### config.mk
export PLATFORM = sky130hd
export DESIGN_NAME = flood_hop_discovery_node_top
export DESIGN_NICKNAME = d
export VERILOG_FILES = /design/src/design/fhd_pkg.sv /design/src/design/fhd_ram.sv /design/src/design/fhd_upd.sv /design/src/design/flood_hop_discovery_node_top.sv
export VERILOG_INCLUDE_DIRS = /design/src /design/src/design
export SDC_FILE = /design/constraint.sdc
export NUM_CORES = 1
export LEC_CHECK = 0
export BUFFER_PORTS_ARGS = -buffer_cell sky130_fd_sc_hd__buf_2
export CORE_MARGIN = 3
export CORE_UTILIZATION = 45
export CTS_CLUSTER_SIZE = 8
export DETAILED_ROUTE_END_ITERATION = 10
export SYNTH_ARGS = -nofsm -noshare
export SYNTH_HDL_FRONTEND = slang
export SYNTH_HIERARCHICAL = 1
export SYNTH_SLANG_ARGS = --single-unit
### constraint.sdc
create_clock -name clock -period 13.6 [get_ports clock]
set_input_delay 2.72 -clock clock [delete_from_list [all_inputs] [get_ports clock]]
set_output_delay 2.72 -clock clock [all_outputs]
set_load 0.1 [all_outputs]
### src/design/assert_macros.svh
// Assertion macros used by the top-level design file.
`ifndef ASSERT_MACROS_SVH
`define ASSERT_MACROS_SVH

// Condition a implies condition c in the same cycle.
`define FHD_ASSERT_SAME(label, clk, rst, a, c) \
   label: assert property (@(posedge clk) disable iff (rst) (a) |-> (c)) \
      else $error("same-cycle check failed");

// Condition a implies condition c in the following cycle.
`define FHD_ASSERT_NEXT(label, clk, rst, a, c) \
   label: assert property (@(posedge clk) disable iff (rst) (a) |=> (c)) \
      else $error("next-cycle check failed");

`endif

### src/design/fhd_pkg.sv
// Types and constants of the flooding discovery node.
`timescale 1ns / 1ps

package fhd_pkg;

   localparam int HOP_W = 7;
   localparam int ID_W  = 6;

   localparam logic [HOP_W-1:0] UNREACHED = 7'd127;
   localparam logic [HOP_W-1:0] CNT_MAX   = 7'd127;

   // request function codes
   localparam logic [1:0] FUNC_START = 2'd0;
   localparam logic [1:0] FUNC_DISC  = 2'd1;
   localparam logic [1:0] FUNC_COMP  = 2'd2;

   // outgoing message codes
   localparam logic CODE_DISC = 1'b0;
   localparam logic CODE_COMP = 1'b1;

   // register indexes
   localparam logic CSR_NODE_COUNT = 1'b0;
   localparam logic CSR_OWN_ID     = 1'b1;

   typedef enum logic [2:0] {
      ST_IDLE,
      ST_EXEC,
      ST_SELF_RD,
      ST_SELF_WR,
      ST_SELF_OUT
   } state_type;

   typedef struct packed {
      logic             done;
      logic [HOP_W-1:0] hop;
   } entry_type;

   typedef struct packed {
      logic [1:0]       func;
      logic [ID_W-1:0]  origin;
      logic [HOP_W-1:0] hop;
      logic [ID_W-1:0]  sender;
   } request_type;

   typedef struct packed {
      logic             code;
      logic [ID_W-1:0]  origin;
      logic [HOP_W-1:0] hop;
      logic [ID_W-1:0]  prev;
   } message_type;

   typedef struct packed {
      logic        wr_en;
      entry_type   wr_data;
      logic        disc_inc;
      logic        comp_inc;
      logic        emit;
      message_type msg;
   } update_type;

endpackage

### src/design/fhd_ram.sv
// Generic single-port-write, single-port-read RAM with registered read.
`timescale 1ns / 1ps

module fhd_ram #(
   parameter int WIDTH = 8,
   parameter int DEPTH = 64,
   localparam int AW = (DEPTH > 1) ? $clog2(DEPTH) : 1
) (
   input  logic             clock,
   input  logic             wr_en,
   input  logic [AW-1:0]    wr_addr,
   input  logic [WIDTH-1:0] wr_data,
   input  logic [AW-1:0]    rd_addr,
   output logic [WIDTH-1:0] rd_data
);

   logic [WIDTH-1:0] mem [DEPTH];
   logic [WIDTH-1:0] rd_data_ff;

   always_ff @(posedge clock) begin
      if (wr_en) begin
         mem[wr_addr] <= wr_data;
      end
      rd_data_ff <= mem[rd_addr];
   end

   assign rd_data = rd_data_ff;

endmodule

### src/design/fhd_upd.sv
// Entry update and message decision for one request.
`timescale 1ns / 1ps

module fhd_upd (
   input  fhd_pkg::request_type           req,
   input  logic [fhd_pkg::ID_W-1:0]       own_id,
   input  logic [fhd_pkg::HOP_W-1:0]      n,
   input  fhd_pkg::entry_type             entry,
   output fhd_pkg::update_type            upd
);

   logic                       own_in;
   logic                       origin_in;
   logic                       unreached;
   logic [fhd_pkg::HOP_W-1:0]  stored;
   logic [fhd_pkg::HOP_W-1:0]  fwd;

   always_comb begin
      own_in    = {1'b0, own_id} < n;
      origin_in = {1'b0, req.origin} < n;
      unreached = entry.hop >= n;
      // clamp unreached entries to the node count
      stored    = (entry.hop > n) ? n : entry.hop;
      fwd       = req.hop + 7'd1;
      if (fwd > n) begin
         fwd = n;
      end
   end

   always_comb begin
      upd = '0;
      unique case (req.func)
         fhd_pkg::FUNC_START: begin
            upd.emit       = 1'b1;
            upd.msg.code   = fhd_pkg::CODE_DISC;
            upd.msg.origin = own_id;
            upd.msg.hop    = 7'd1;
            upd.msg.prev   = own_id;
            upd.wr_en      = own_in;
            upd.wr_data    = '{done: entry.done, hop: '0};
            upd.disc_inc   = own_in && unreached;
         end
         fhd_pkg::FUNC_DISC: begin
            if (origin_in && (req.hop < stored)) begin
               upd.emit       = 1'b1;
               upd.msg.code   = fhd_pkg::CODE_DISC;
               upd.msg.origin = req.origin;
               upd.msg.hop    = fwd;
               upd.msg.prev   = req.sender;
               upd.wr_en      = 1'b1;
               upd.wr_data    = '{done: entry.done, hop: req.hop};
               upd.disc_inc   = unreached;
            end
         end
         fhd_pkg::FUNC_COMP: begin
            if (origin_in && !entry.done) begin
               upd.emit       = 1'b1;
               upd.msg.code   = fhd_pkg::CODE_COMP;
               upd.msg.origin = req.origin;
               upd.msg.hop    = req.hop;
               upd.msg.prev   = req.sender;
               upd.wr_en      = 1'b1;
               upd.wr_data    = '{done: 1'b1, hop: entry.hop};
               upd.comp_inc   = 1'b1;
            end
         end
         default: begin
            upd = '0;
         end
      endcase
   end

endmodule

### src/design/flood_hop_discovery_node_top.sv
// Top level of the flooding hop-count discovery node.
//
//   channel   handshake              payload
//   request   start / busy           req_func, req_origin_id, req_hop, req_cur_sender
//   response  rsp_strobe (no stall)  rsp_out_code .. rsp_all_done
//   csr       csr_valid / csr_ready  csr_index, csr_wdata
//
// A request first reads its table entry, then writes it back.
// The request that first finds every node goes on through ST_SELF_RD and ST_SELF_WR,
// where the own entry is read and written again, and through ST_SELF_OUT when it
// also forwards a message; this happens once after reset.
// Reset is synchronous and clears the table through per-entry valid bits.
// Responses leave through an output register in the cycle after the decision.
`timescale 1ns / 1ps

`include "assert_macros.svh"

module flood_hop_discovery_node_top #(
   parameter int MAX_NODES = 64
) (
   input  logic                          clock,
   input  logic                          reset,
   input  logic                          start,
   output logic                          busy,
   input  logic [1:0]                    req_func,
   input  logic [fhd_pkg::ID_W-1:0]      req_origin_id,
   input  logic [fhd_pkg::HOP_W-1:0]     req_hop,
   input  logic [fhd_pkg::ID_W-1:0]      req_cur_sender,
   output logic                          rsp_strobe,
   output logic                          rsp_out_code,
   output logic [fhd_pkg::ID_W-1:0]      rsp_out_origin,
   output logic [fhd_pkg::HOP_W-1:0]     rsp_out_hop,
   output logic [fhd_pkg::ID_W-1:0]      rsp_out_prev_sender,
   output logic                          rsp_last,
   output logic                          rsp_all_done,
   input  logic                          csr_valid,
   output logic                          csr_ready,
   input  logic                          csr_index,
   input  logic [fhd_pkg::HOP_W-1:0]     csr_wdata
);

   localparam int TBL_DEPTH = (MAX_NODES < 64) ? MAX_NODES : 64;
   localparam int AW = (TBL_DEPTH > 1) ? $clog2(TBL_DEPTH) : 1;
   localparam logic [fhd_pkg::HOP_W-1:0] NODE_CAP = 7'(TBL_DEPTH);

   fhd_pkg::state_type state_ff, state_in;

   logic [fhd_pkg::HOP_W-1:0] node_count_ff;
   logic [fhd_pkg::ID_W-1:0]  own_id_ff;
   logic [fhd_pkg::HOP_W-1:0] n;

   fhd_pkg::request_type      req_ff;
   logic [AW-1:0]             addr_ff;
   logic [fhd_pkg::HOP_W-1:0] disc_cnt_ff, disc_cnt_in;
   logic [fhd_pkg::HOP_W-1:0] comp_cnt_ff, comp_cnt_in;
   logic                      all_found_ff;
   logic [TBL_DEPTH-1:0]      valid_ff;
   logic                      rd_valid_ff;
   logic                      pend_ff;
   fhd_pkg::message_type      pend_msg_ff;

   logic                      rsp_strobe_ff;
   fhd_pkg::message_type      rsp_msg_ff;
   logic                      rsp_last_ff;
   logic                      rsp_all_done_ff;

   logic                      accept;
   logic [AW-1:0]             req_addr;
   logic [AW-1:0]             own_addr;
   logic [AW-1:0]             rd_addr;
   logic                      rd_in_range;
   fhd_pkg::entry_type        rd_raw;
   fhd_pkg::entry_type        entry;
   fhd_pkg::update_type       upd;
   fhd_pkg::message_type      self_msg;
   logic                      own_in;
   logic                      self_go;
   logic                      self_mark;

   // per-cycle controls from the output block
   logic                      ram_wr;
   logic [AW-1:0]             ram_wr_addr;
   fhd_pkg::entry_type        ram_wr_data;
   logic                      disc_inc;
   logic                      comp_inc;
   logic                      rsp_load;
   fhd_pkg::message_type      rsp_msg;
   logic                      rsp_last_bit;
   logic                      rsp_all_done_bit;
   logic                      pend_load;
   logic                      found_set;

   // effective node count, clamped to 1..table depth
   always_comb begin
      if (node_count_ff == '0) begin
         n = 7'd1;
      end else if (node_count_ff > NODE_CAP) begin
         n = NODE_CAP;
      end else begin
         n = node_count_ff;
      end
   end

   assign accept    = start && !busy;
   assign busy      = (state_ff != fhd_pkg::ST_IDLE);
   assign csr_ready = 1'b1;
   assign req_addr  = (req_func == fhd_pkg::FUNC_START) ? own_id_ff[AW-1:0]
                                                         : req_origin_id[AW-1:0];
   assign own_addr  = own_id_ff[AW-1:0];
   assign own_in    = {1'b0, own_id_ff} < n;
   assign rd_addr   = (state_ff == fhd_pkg::ST_SELF_RD) ? own_addr : req_addr;
   assign rd_in_range = (int'(rd_addr) < TBL_DEPTH);

   fhd_ram #(
      .WIDTH ($bits(fhd_pkg::entry_type)),
      .DEPTH (TBL_DEPTH)
   ) u_table (
      .clock   (clock),
      .wr_en   (ram_wr),
      .wr_addr (ram_wr_addr),
      .wr_data (ram_wr_data),
      .rd_addr (rd_addr),
      .rd_data (rd_raw)
   );

   // entries never written read as unreached and not done
   always_comb begin
      if (rd_valid_ff) begin
         entry = rd_raw;
      end else begin
         entry.done = 1'b0;
         entry.hop  = fhd_pkg::UNREACHED;
      end
   end

   fhd_upd u_upd (
      .req    (req_ff),
      .own_id (own_id_ff),
      .n      (n),
      .entry  (entry),
      .upd    (upd)
   );

   always_comb begin
      disc_cnt_in = disc_cnt_ff;
      if (disc_inc && (disc_cnt_ff != fhd_pkg::CNT_MAX)) begin
         disc_cnt_in = disc_cnt_ff + 7'd1;
      end
      comp_cnt_in = comp_cnt_ff;
      if (comp_inc && (comp_cnt_ff != fhd_pkg::CNT_MAX)) begin
         comp_cnt_in = comp_cnt_ff + 7'd1;
      end
   end

   assign self_go   = !all_found_ff && (disc_cnt_in >= n);
   assign self_mark = own_in && !entry.done;
   assign self_msg  = '{code: fhd_pkg::CODE_COMP, origin: own_id_ff, hop: n,
                        prev: own_id_ff};

   // next state
   always_comb begin
      state_in = state_ff;
      unique case (state_ff)
         fhd_pkg::ST_IDLE: begin
            if (accept) begin
               state_in = fhd_pkg::ST_EXEC;
            end
         end
         fhd_pkg::ST_EXEC: begin
            state_in = self_go ? fhd_pkg::ST_SELF_RD : fhd_pkg::ST_IDLE;
         end
         fhd_pkg::ST_SELF_RD: begin
            state_in = fhd_pkg::ST_SELF_WR;
         end
         fhd_pkg::ST_SELF_WR: begin
            state_in = pend_ff ? fhd_pkg::ST_SELF_OUT : fhd_pkg::ST_IDLE;
         end
         fhd_pkg::ST_SELF_OUT: begin
            state_in = fhd_pkg::ST_IDLE;
         end
         default: begin
            state_in = fhd_pkg::ST_IDLE;
         end
      endcase
   end

   // outputs of the sequencer
   always_comb begin
      ram_wr           = 1'b0;
      ram_wr_addr      = addr_ff;
      ram_wr_data      = upd.wr_data;
      disc_inc         = 1'b0;
      comp_inc         = 1'b0;
      rsp_load         = 1'b0;
      rsp_msg          = upd.msg;
      rsp_last_bit     = 1'b1;
      rsp_all_done_bit = (comp_cnt_in >= n);
      pend_load        = 1'b0;
      found_set        = 1'b0;
      unique case (state_ff)
         fhd_pkg::ST_IDLE: begin
         end
         fhd_pkg::ST_EXEC: begin
            ram_wr    = upd.wr_en;
            disc_inc  = upd.disc_inc;
            comp_inc  = upd.comp_inc;
            found_set = self_go;
            pend_load = 1'b1;
            // hold the message while the own completion is still to come
            rsp_load  = upd.emit && !self_go;
         end
         fhd_pkg::ST_SELF_RD: begin
         end
         fhd_pkg::ST_SELF_WR: begin
            ram_wr       = self_mark;
            ram_wr_addr  = own_addr;
            ram_wr_data  = '{done: 1'b1, hop: entry.hop};
            comp_inc     = self_mark;
            rsp_load     = 1'b1;
            rsp_msg      = pend_ff ? pend_msg_ff : self_msg;
            rsp_last_bit = !pend_ff;
         end
         fhd_pkg::ST_SELF_OUT: begin
            rsp_load = 1'b1;
            rsp_msg  = self_msg;
         end
         default: begin
         end
      endcase
   end

   always_ff @(posedge clock) begin
      if (reset) begin
         state_ff        <= fhd_pkg::ST_IDLE;
         node_count_ff   <= 7'd64;
         own_id_ff       <= '0;
         disc_cnt_ff     <= '0;
         comp_cnt_ff     <= '0;
         all_found_ff    <= 1'b0;
         valid_ff        <= '0;
         rd_valid_ff     <= 1'b0;
         pend_ff         <= 1'b0;
         rsp_strobe_ff   <= 1'b0;
      end else begin
         state_ff      <= state_in;
         disc_cnt_ff   <= disc_cnt_in;
         comp_cnt_ff   <= comp_cnt_in;
         rd_valid_ff   <= rd_in_range && valid_ff[rd_addr];
         rsp_strobe_ff <= rsp_load;
         if (found_set) begin
            all_found_ff <= 1'b1;
         end
         if (ram_wr) begin
            valid_ff[ram_wr_addr] <= 1'b1;
         end
         if (pend_load) begin
            pend_ff <= upd.emit;
         end
         if (csr_valid && csr_ready) begin
            if (csr_index == fhd_pkg::CSR_NODE_COUNT) begin
               node_count_ff <= csr_wdata;
            end else begin
               own_id_ff <= csr_wdata[fhd_pkg::ID_W-1:0];
            end
         end
      end
   end

   // payload registers
   always_ff @(posedge clock) begin
      if (accept) begin
         req_ff  <= '{func: req_func, origin: req_origin_id, hop: req_hop,
                      sender: req_cur_sender};
         addr_ff <= req_addr;
      end
      if (pend_load) begin
         pend_msg_ff <= upd.msg;
      end
      if (rsp_load) begin
         rsp_msg_ff      <= rsp_msg;
         rsp_last_ff     <= rsp_last_bit;
         rsp_all_done_ff <= rsp_all_done_bit;
      end
   end

   assign rsp_strobe          = rsp_strobe_ff;
   assign rsp_out_code        = rsp_msg_ff.code;
   assign rsp_out_origin      = rsp_msg_ff.origin;
   assign rsp_out_hop         = rsp_msg_ff.hop;
   assign rsp_out_prev_sender = rsp_msg_ff.prev;
   assign rsp_last            = rsp_last_ff;
   assign rsp_all_done        = rsp_all_done_ff;

   `FHD_ASSERT_NEXT(a_nonfinal_next, clock, reset, rsp_strobe_ff && !rsp_last_ff, rsp_strobe_ff)
   `FHD_ASSERT_NEXT(a_found_sticks, clock, reset, all_found_ff, all_found_ff)
   `FHD_ASSERT_SAME(a_self_needs_found, clock, reset, state_ff == fhd_pkg::ST_SELF_WR, all_found_ff)

endmodule

Word-level counts from Yosys, hierarchy flattened
Memory sizes are Yosys's and may differ from the RTL's. A register that Yosys moved wholly into a read port is not among the register bits.
Index checks and enable logic that the tools add are counted.
Word-level totals
  flip-flop bits (word level): 167
  word-level logic and storage cells: 112
  memories: 1
  output and inout bits: 25
  bits of input ports: 33
  RAM bits: 512
Cells by class
  magnitude comparators: 12
  bitwise logic cells: 2
  eq/ne operators: 9
  muxes and demuxes: 37
  reduce and logical (&&, ||, !) cells: 23
  add/sub/neg operators: 3
Memories
  u_table.mem: words 64, width 8, rd ports 1, clocked after Yosys merged registers in 1, wr ports 1, RTL line fhd_ram.sv:17  | logic [WIDTH-1:0] mem [DEPTH];
Operators by type and width (number)
  bitwise OR 64 bit: 1
  case mux 21 bit (3 select lines): 1
  2-to-1 mux 7 bit: 6
  case mux 20 bit (2 select lines): 1
  case mux 9 bit (3 select lines): 1
  2-to-1 mux 22 bit: 1
  adder 7 x 1 -> 7 bit, second input constant: 3
  >= comparator 7 bit: 3
  2-to-1 mux 21 bit: 1
  2-to-1 mux 20 bit: 1
  2-to-1 mux 6 bit: 3
  2-to-1 mux 8 bit: 2
  > comparator 7 bit: 2
  less-than comparator 6 x 7 -> 1 bit: 2
  less-than comparator 6 x 7 -> 1 bit, second input constant: 2
  != test 7 bit, second input constant: 2
  case mux 3 bit (4 select lines): 1
  logical AND 1 bit: 10
  2-to-1 mux 10 bit: 1
  2-to-1 mux 9 bit: 1
  2-to-1 mux 1 bit: 8
  case mux 1 bit (2 select lines): 4
  > comparator 7 bit, second input constant: 1
  zero test 7 bit: 1
  other kinds (19): 27

Longest topological paths before layout
Gate-level depths: netlist of run 1.
  depth after elaboration: 17
  mapped depth: 30
  depth with buffers taken out: 29

Hierarchy
Netlist of run 1, hierarchy kept.
By module, submodules not included
  fhd_ram: cells an instance 940, seq. area each 15534.9 um^2, instances 1, area each 20166.8 um^2
  flood_hop_discovery_node_top: cells an instance 708, seq. area each 4033.9 um^2, instances 1, area each 7433.4 um^2
  fhd_upd: cells an instance 183, seq. area each 0.0 um^2, instances 1, area each 1333.8 um^2

Least setup slack after synthesis of run 1
OpenSTA, ideal clock, no wires.
  path kind: register -> register
  start: register node_count_ff[6] in the netlist's numbering
  end: register rsp_all_done_ff (netlist: rsp_all_done), enable pin
  path slack: 7.259 ns
  required time: 13.218 ns
  cell stages (with the launch flop): 30
  data arrival time: 5.959 ns
  clock period less this slack: 6.341 ns
  setup time: 0.382 ns
  path buffers: 1
  path through: dfxtp_1 clkinv_1 nand2_1 inv_1 inv_1 ha_1 a211oi_2 nor2_1 nor3_1 or2b_1 buf_2 nor2_1 a21oi_1 ha_1 a21oi_1 a41oi_2 o2bb2ai_2 nand2_1 a221oi_1 nand2_1 a21oi_1 mux2_2 ha_1 a21o_1 a21o_1 a21o_1 a21o_1 a21oi_1 o21ai_0 nand3_1
RTL lines
  start: declaration: RTL line flood_hop_discovery_node_top.sv:48  | logic [fhd_pkg::HOP_W-1:0] node_count_ff;
  start signal: assignment: RTL line flood_hop_discovery_node_top.sv:261  | node_count_ff <= csr_wdata;
  end signal: assignment: RTL line flood_hop_discovery_node_top.sv:282  | rsp_all_done_ff <= rsp_all_done_bit;
  end: declaration: RTL line flood_hop_discovery_node_top.sv:65  | logic rsp_all_done_ff;

==> summary.md, run 1 <==
| Metric | Value |
|---|---|
| Outcome | `complete, no violations` |
| Mapped Nets | `1916` |
| Layout fillers | `5221` |
| DRC | `0` |
| Syn_area_per_cell | `15.8 um^2` |
| Die Y | `260 um` |
| Root Driver | `clkbuf_16` |
| Gr busiest metal | `met2` |
| M1 GR Usage | `0.288` |
| Port-buffer cells | `56` |
| Cell family with most CP delay | `compound AO/OA/AOI/OAI gates` |
| Clock latency on the worst-skew pair | `650 ps` |
| Synth warn | `6` |
| Power Dens Cells | `154 nW/um^2` |
| Antenna viol nets, final | `0` |
| LEAKAGE | `11.1 nW` |
| Mapped cell area | `28900 um^2` |
| Overflow after GRT | `0` |
| Via density | `5.82` |
| CP Launch Type | `flip-flop` |
| Met3 Usage GRT | `0.0437` |
| FP Rows | `92` |
| Dpl hpwl | `~42000 um` |
| Core area | `63300 um^2` |
| Final min period | `8080 ps` |
| HP Class | `flip-flop to flip-flop` |
| Clock share of power | `0.433` |
| Fin. max-slew vios | `0` |
| Met2 usage | `0.326` |
| Hold Slack | `469 ps` |
| Crit share post-route | `0.594` |
| Clk buf depth | `3` |
| Skew final | `31.5 ps` |
| Sequential area share after synthesis | `0.676` |
| Max-Cap Viols | `0` |
| Main flop type after synthesis | `edfxtp_1` |
| Sequential power share | `0.474` |
| CP dominant cell by count | `a21oi_1` |
| Worst setup EP type | `flip-flop` |
| Main combinational cell family by area after synthesis | `multiplexers` |
| CP arrival | `8340 ps` |
| Ports | `58` |
| Measured slew at the worst slew-check pin | `1100 ps` |
| CTS resizes | `0` |
| Critical path fanouts, max | `22` |
| Vias in the first global route | `16300` |
| Most frequent cell after synthesis | `edfxtp_1` |
| Post-CTS Setup Inserts | `0` |
| Initial antenna violation count | `0` |
| RSZ-0062 raised after global routing | `no` |
| Area growth, synth to finish | `13.2%` |
| Slowest cell delay on critical path | `a little over 800 ps` |
| Area leader, netlist | `edfxtp_1` |
| Comb power frac | `0.093` |
| Pin count of the biggest net entering global routing | `103` |
| GRT Total Usage | `0.206` |
| Synthesized flop and latch total | `around 690` |
| WL/cell | `24.5 um` |
| Diode count | `0` |
| Worst vdd ir | `0.103 mV` |
| Synth Area in Compound Gates | `0.0666` |
| Sw Pwr | `around 0.0012 W` |
| Worst Path Buf+Inv | `3` |
| Sw Ratio | `0.237` |
| Routed vias | `around 16000` |
| Internal | `0.00385 W` |
| First-pass GRT wire length | `roughly 100000 um` |
| Top post-synthesis cells by count | `edfxtp_1, nor2_1, mux4_2` |
| Initial core utilization | `0.457` |
| Adder-cell share of the synthesized area | `0.0225` |
| Fin nets | `2010` |
| Worst EP required | `about 14000 ps` |
| H-tree depth | `3` |
| CTS tree | `yes` |
| Post-synth top area share | `0.603` |
| Worst-path cell with the longest stage delay | `nand3_1` |
| Highest Clock Rate | `0.124 GHz` |
| Total Routed Length | `69000 um` |
| DRT iter0 DRCs | `1621` |
| Slew HR | `0.265` |
| Final setup violating endpoints | `0` |
| CTS Sinks | `687` |
| Layout cells sized above 1 | `0.189` |
| Chip width | `260 um` |
| Synth cell types | `82` |
| Clk slew on worst S/H paths | `50 ps` |
| Drt first pass iters | `5` |
| CTS Hold Buffers Added | `0` |
| Setup TNS | `0 ps` |
| Largest cells by area after synthesis | `edfxtp_1, mux4_2, dfxtp_1` |
| GPL Wtd Cong | `0.880` |
| Classification of the worst setup path | `flip-flop to flip-flop` |
| Synth Area in XOR/XNOR | `0.00454` |
| Die ar. | `67400 um^2` |
| Post-synth EDFFs | `581` |
| Share of synthesized area spent on multiplexers | `0.137` |
| Synth Area in Simple Gates | `0.0628` |
| Hold Fails Final Rpt | `0` |
| Cell count after synthesis | `~1800` |
| Fraction of registers with async set/reset | `0` |
| TritonCTS Buffers | `96` |
-- power groups by stage --
stage	Combinational, W	Clock [W]	Sequential [W]
CTS	0.000469	0.00224	0.00239
floorplan	0.000299	0	0.00245
finish	0.000467	0.00219	0.00239
global placement	0.000457	0	0.00243
detailed placement	0.000468	0	0.00243
global route	0.000504	0.00233	0.00239
-- metal layers --
| metal | wire length (um) | vias up |
|---|---|---|
| met4 | 1740 | 0 |
| met1 | 29700 | 8401 |
| met3 | 4420 | 128 |
| met5 | 0 | - |
| met2 | 33100 | 532 |
| li1 | - | 7342 |
-- worst min-delay path: stages, from the launching register on --
cell,delay (ps)
dfxtp_1,300
inv_1,40
o22ai_1,70
-- area by class of cell --
cell class	count	area (um^2)	area share
sequential	687	19600	0.597
inverter	99	379	0.0116
clock inverter	7	151	0.00462
tap	846	1060	0.0323
multi-input combinational	957	8510	0.260
clock buffer	136	2590	0.0792
timing repair buffer	84	490	0.0150
-- cells by family (layout without fill, tap and decap cells) --
kind of cell,count (synthesis),in the layout
other,1,1
buffers and inverters,187,326
adders and majority gates,52,52
and+or+nand+nor,385,385
xor gates and xnor gates,15,15
muxes,231,231
DFF,687,687
AOI/OAI and AO/OA,273,273
-- layout by cell type (no fill, tap or decap), drive strengths merged, types with 52 or more instances in the layout --
| cell | instances |
|---|---|
| dfxtp | 106 |
| buf | 84 |
| nand2 | 98 |
| inv | 100 |
| ha | 52 |
| clkbuf | 136 |
| o22ai | 75 |
| nor2 | 133 |
| edfxtp | 581 |
| mux4 | 126 |
| mux2i | 73 |
-- through the flow --
step / instances / worst slack [ps] / utilization / area [um^2] / total power (W)
2_1_floorplan: 1831 / 7260 / - / 28900 / 0.00275
3_3_place_gp: 2673 / 5940 / 0.474 / 30000 / 0.00289
3_5_place_dp: 2673 / 5610 / 0.474 / 30000 / 0.00290
4_1_cts: 2816 / 5570 / 0.517 / 32800 / 0.00510
5_1_grt: 2816 / 4790 / 0.517 / 32800 / 0.00522
6_report: 2816 / 5520 / 0.517 / 32800 / 0.00504
-- registers in the layout (all words and copies together), names as in the netlist, 7 cells and up --
name	flops
comp_cnt_ff	7
disc_cnt_ff	7
node_count_ff	7
pend_msg_ff	20
req_ff	21
rsp_out_hop	7
u_table/mem	512
u_table/rd_data	8
valid_ff	64
-- path summary, 6_finish.rpt --
| check | from | end | slack, ps | cells after the start |
|---|---|---|---|---|
| worst max register to register | node_count_ff[6] | rsp_out_origin[0] | 5520 | 28 |
| worst max-delay path | node_count_ff[6] | rsp_out_origin[0] | 5520 | 28 |
| worst min-delay path | valid_ff[55] | valid_ff[55] | 470 | 2 |
| worst min register to register | valid_ff[55] | valid_ff[55] | 470 | 2 |
Power figures use the tool's default switching activity.
==> inputs of run 2 (changes only) <==
- clock period: 13.6 -> 8.3 ns (I/O delays scaled with it)
==> run 2 against run 1 <==
  * Non-clock buffer count did not move
  * Highest routed layer unchanged
  * First-iteration DRC count rose by 0.86%
  * Die area did not move
  * Global-route usage fell by 0.21 points
  * Critical path type unchanged
  * Core utilization barely moved
  * Final area barely moved
  * Wire length fell by 0.63%
  * Hold slack got worse by 1.1 ps
  * Via count rose by 0.20%
  * Count of clock-buffer cells in the layout fell by 3
==> summary.md, run 2 (synthesis results as in run 1) <==
| Metric | Value |
|---|---|
| Max-Cap Viols | `0 (unchanged)` |
| Via density | `5.84 (+0.30%)` |
| H-tree depth | `3 (unchanged)` |
| Critical path fanouts, max | `22 (unchanged)` |
| Hold Fails Final Rpt | `0 (unchanged)` |
| Sequential power share | `0.478 (+0.004)` |
| FF-to-FF Start | `node_count_ff[6]` |
| Clock share of power | `0.429 (-0.004)` |
| DRC | `0 (unchanged)` |
| Pin count of the biggest net entering global routing | `103 (unchanged)` |
| Hold EP | `valid_ff[47]` |
| Hold Crit Start | `valid_ff[47]` |
| Comb power frac | `0.093 (about the same)` |
| Highest Clock Rate | `0.131 GHz (+6.1%)` |
| Die ar. | `67400 um^2 (unchanged)` |
| Worst-path cell with the longest stage delay | `dfxtp_1` |
| Worst EP required | `8590 ps (-5270 ps)` |
| Layout cells sized above 1 | `0.189 (-0.000220)` |
| FP Rows | `92 (unchanged)` |
| Diode count | `0 (unchanged)` |
| RSZ-0062 raised after global routing | `no` |
| Clock latency on the worst-skew pair | `630 ps (-20 ps)` |
| GRT Total Usage | `0.204 (-0.00209)` |
| Crit share post-route | `0.917 (+0.323)` |
| Hold path cells | `2 (unchanged)` |
| Fin. max-slew vios | `0 (unchanged)` |
| Slowest cell delay on critical path | `470 ps (-360 ps)` |
| Overflow after GRT | `0 (unchanged)` |
| TritonCTS Buffers | `96 (unchanged)` |
| Measured slew at the worst slew-check pin | `1190 ps (+94.9 ps)` |
| Setup TNS | `0 ps (unchanged)` |
| Power Dens Cells | `250 nW/um^2 (+63%)` |
| Layout fillers | `5241 (+0.38%)` |
| Slew HR | `0.201 (-0.0642)` |
| CTS tree | `yes` |
| Die Y | `260 um (unchanged)` |
| Internal | `0.00626 W (+62%)` |
| R2R Setup Slk | `690 ps (-4840 ps)` |
| Sequential cell area | `19600 um^2 (unchanged)` |
| Worst vdd ir | `0.184 mV (+79%)` |
| CP arrival | `7910 ps (-430 ps)` |
| Layout Utilization | `0.517 (about the same)` |
| Reg2reg end | `rsp_out_hop[3]` |
| Drt first pass iters | `8 (+3)` |
| Root Driver | `clkbuf_16` |
| CTS Sinks | `687 (unchanged)` |
| Ports | `58 (unchanged)` |
| Outcome | `complete, no violations` |
| Worst reg2reg path depth | `29 (+3.6%)` |
| Post-CTS Setup Inserts | `0 (unchanged)` |
| Final setup violating endpoints | `0 (unchanged)` |
| Initial antenna violation count | `0 (unchanged)` |
| Dpl hpwl | `42500 um (+0.88%)` |
| Initial core utilization | `0.457 (unchanged)` |
| Port-buffer cells | `56 (unchanged)` |
| Area growth, synth to finish | `13.1% (about the same)` |
| HP Class | `flip-flop to flip-flop` |
| # placed instances | `2673 (unchanged)` |
| Vias in the first global route | `16500 (+1.0%)` |
| LEAKAGE | `11.0 nW (-0.22%)` |
| Chip width | `260 um (unchanged)` |
| Clk slew on worst S/H paths | `50 ps (about the same)` |
| Classification of the worst setup path | `flip-flop to flip-flop` |
| CTS Hold Buffers Added | `0 (unchanged)` |
| Multi-input combinational cell area | `8510 um^2 (about the same)` |
| Sw Pwr | `0.00194 W (+62%)` |
| Worst setup EP type | `flip-flop` |
| GPL Wtd Cong | `0.846 (-3.8%)` |
| Biggest regs | `u_table/mem (512), valid_ff (64), req_ff (21)` |
| Max reg flops | `512 (unchanged)` |
| Fin nets | `2010 (unchanged)` |
| Antenna viol nets, final | `0 (unchanged)` |
| Top reg by flops | `u_table/mem` |
| WL/cell | `24.4 um (-0.52%)` |
| Final min period | `7610 ps (-463 ps)` |
| Commonest cells after routing, fill and taps aside | `edfxtp_1, nor2_1, mux4_2, dfxtp_1, nand2_1` |
| Routed vias | `16400 (+0.20%)` |
| Total Routed Length | `68600 um (-0.63%)` |
| Sw Ratio | `0.236 (-0.000270)` |
| Clk buf depth | `3 (unchanged)` |
| Core area | `63300 um^2 (unchanged)` |
| First-pass GRT wire length | `103000 um (-0.83%)` |
| Commonest non-fill, non-tap cell in the layout | `edfxtp_1` |
| DRT iter0 DRCs | `1635 (+0.86%)` |
| CP Launch Type | `flip-flop` |
| Skew final | `30.4 ps (-1.19 ps)` |
| Post-Layout Cell Count | `2813 (-0.11%)` |
==> run 2: cell count changes in the layout (fill, tap and decap cells not counted), sizes merged <==
cell,change
clkinv,+1
inv,-1
clkinvlp,+1
clkbuf,-3
bufinv,-1
==> run 2: how the worst max path moves through the flow <==
stage	startpoint	to	slack (ps)	cells after the start
2_1_floorplan	node_count_ff[6]	rsp_all_done	1960	29
3_3_place_gp	node_count_ff[6]	rsp_out_hop[1]	970	29
3_5_place_dp	node_count_ff[6]	rsp_out_hop[4]	740	29
4_1_cts	node_count_ff[6]	rsp_out_origin[5]	690	29
5_1_grt	node_count_ff[6]	rsp_out_hop[1]	20	29
6_report	node_count_ff[6]	rsp_out_hop[3]	690	29
==> run 2: per-stage QoR <==
stage               area, um^2  total power [W]  setup slack, ps  hold WS (ps)
detailed placement       30000          0.00475              743           463
global placement         30000          0.00473              972           457
global route             32700          0.00849             24.7           490
floorplan                28900          0.00450             1960           451
CTS                      32700          0.00828              694           470
finish                   32700          0.00819              686           468
==> run 2: layout make-up <==
cell class / count / area share
Clock buffer: 133 / 0.0783
Clock inverter: 7 / 0.00421
Multi-Input combinational cell: 957 / 0.260
Timing Repair Buffer: 84 / 0.0154
Sequential cell: 687 / 0.598
Inverter: 99 / 0.0116
Tap cell: 846 / 0.0323
==> run 2: metal layers <==
metal,vias to the layer above,track usage,part of all wire
met2,590,0.327,0.48
met1,8405,0.284,0.43
met3,120,0.0414,0.065
met5,-,0,0
li1,7320,-,-
met4,0,0.0584,0.026
==> run 2: worst max-delay path, delay by kind of cell, from the launching register on <==
kind	cells	cell delay (ps)
muxes	1	400
AOI/OAI and AO/OA	13	2920
DFF	1	470
adders and majority gates	3	850
and+or+nand+nor	8	1700
buffers and inverters	4	900
==> run 2: power by group through the flow <==
stage	clock network, W	logic, W	registers (W)
3_5_place_dp	0	0.000767	0.00398
6_report	0.00351	0.000766	0.00391
2_1_floorplan	0	0.000490	0.00401
3_3_place_gp	0	0.000754	0.00398
4_1_cts	0.00359	0.000771	0.00391
5_1_grt	0.00375	0.000827	0.00391
==> run 2: timing repair <==
item	in CTS	in global routing
resized for setup	0	1
setup endpoints to repair	0	22
endpoints found under the hold margin	0	0
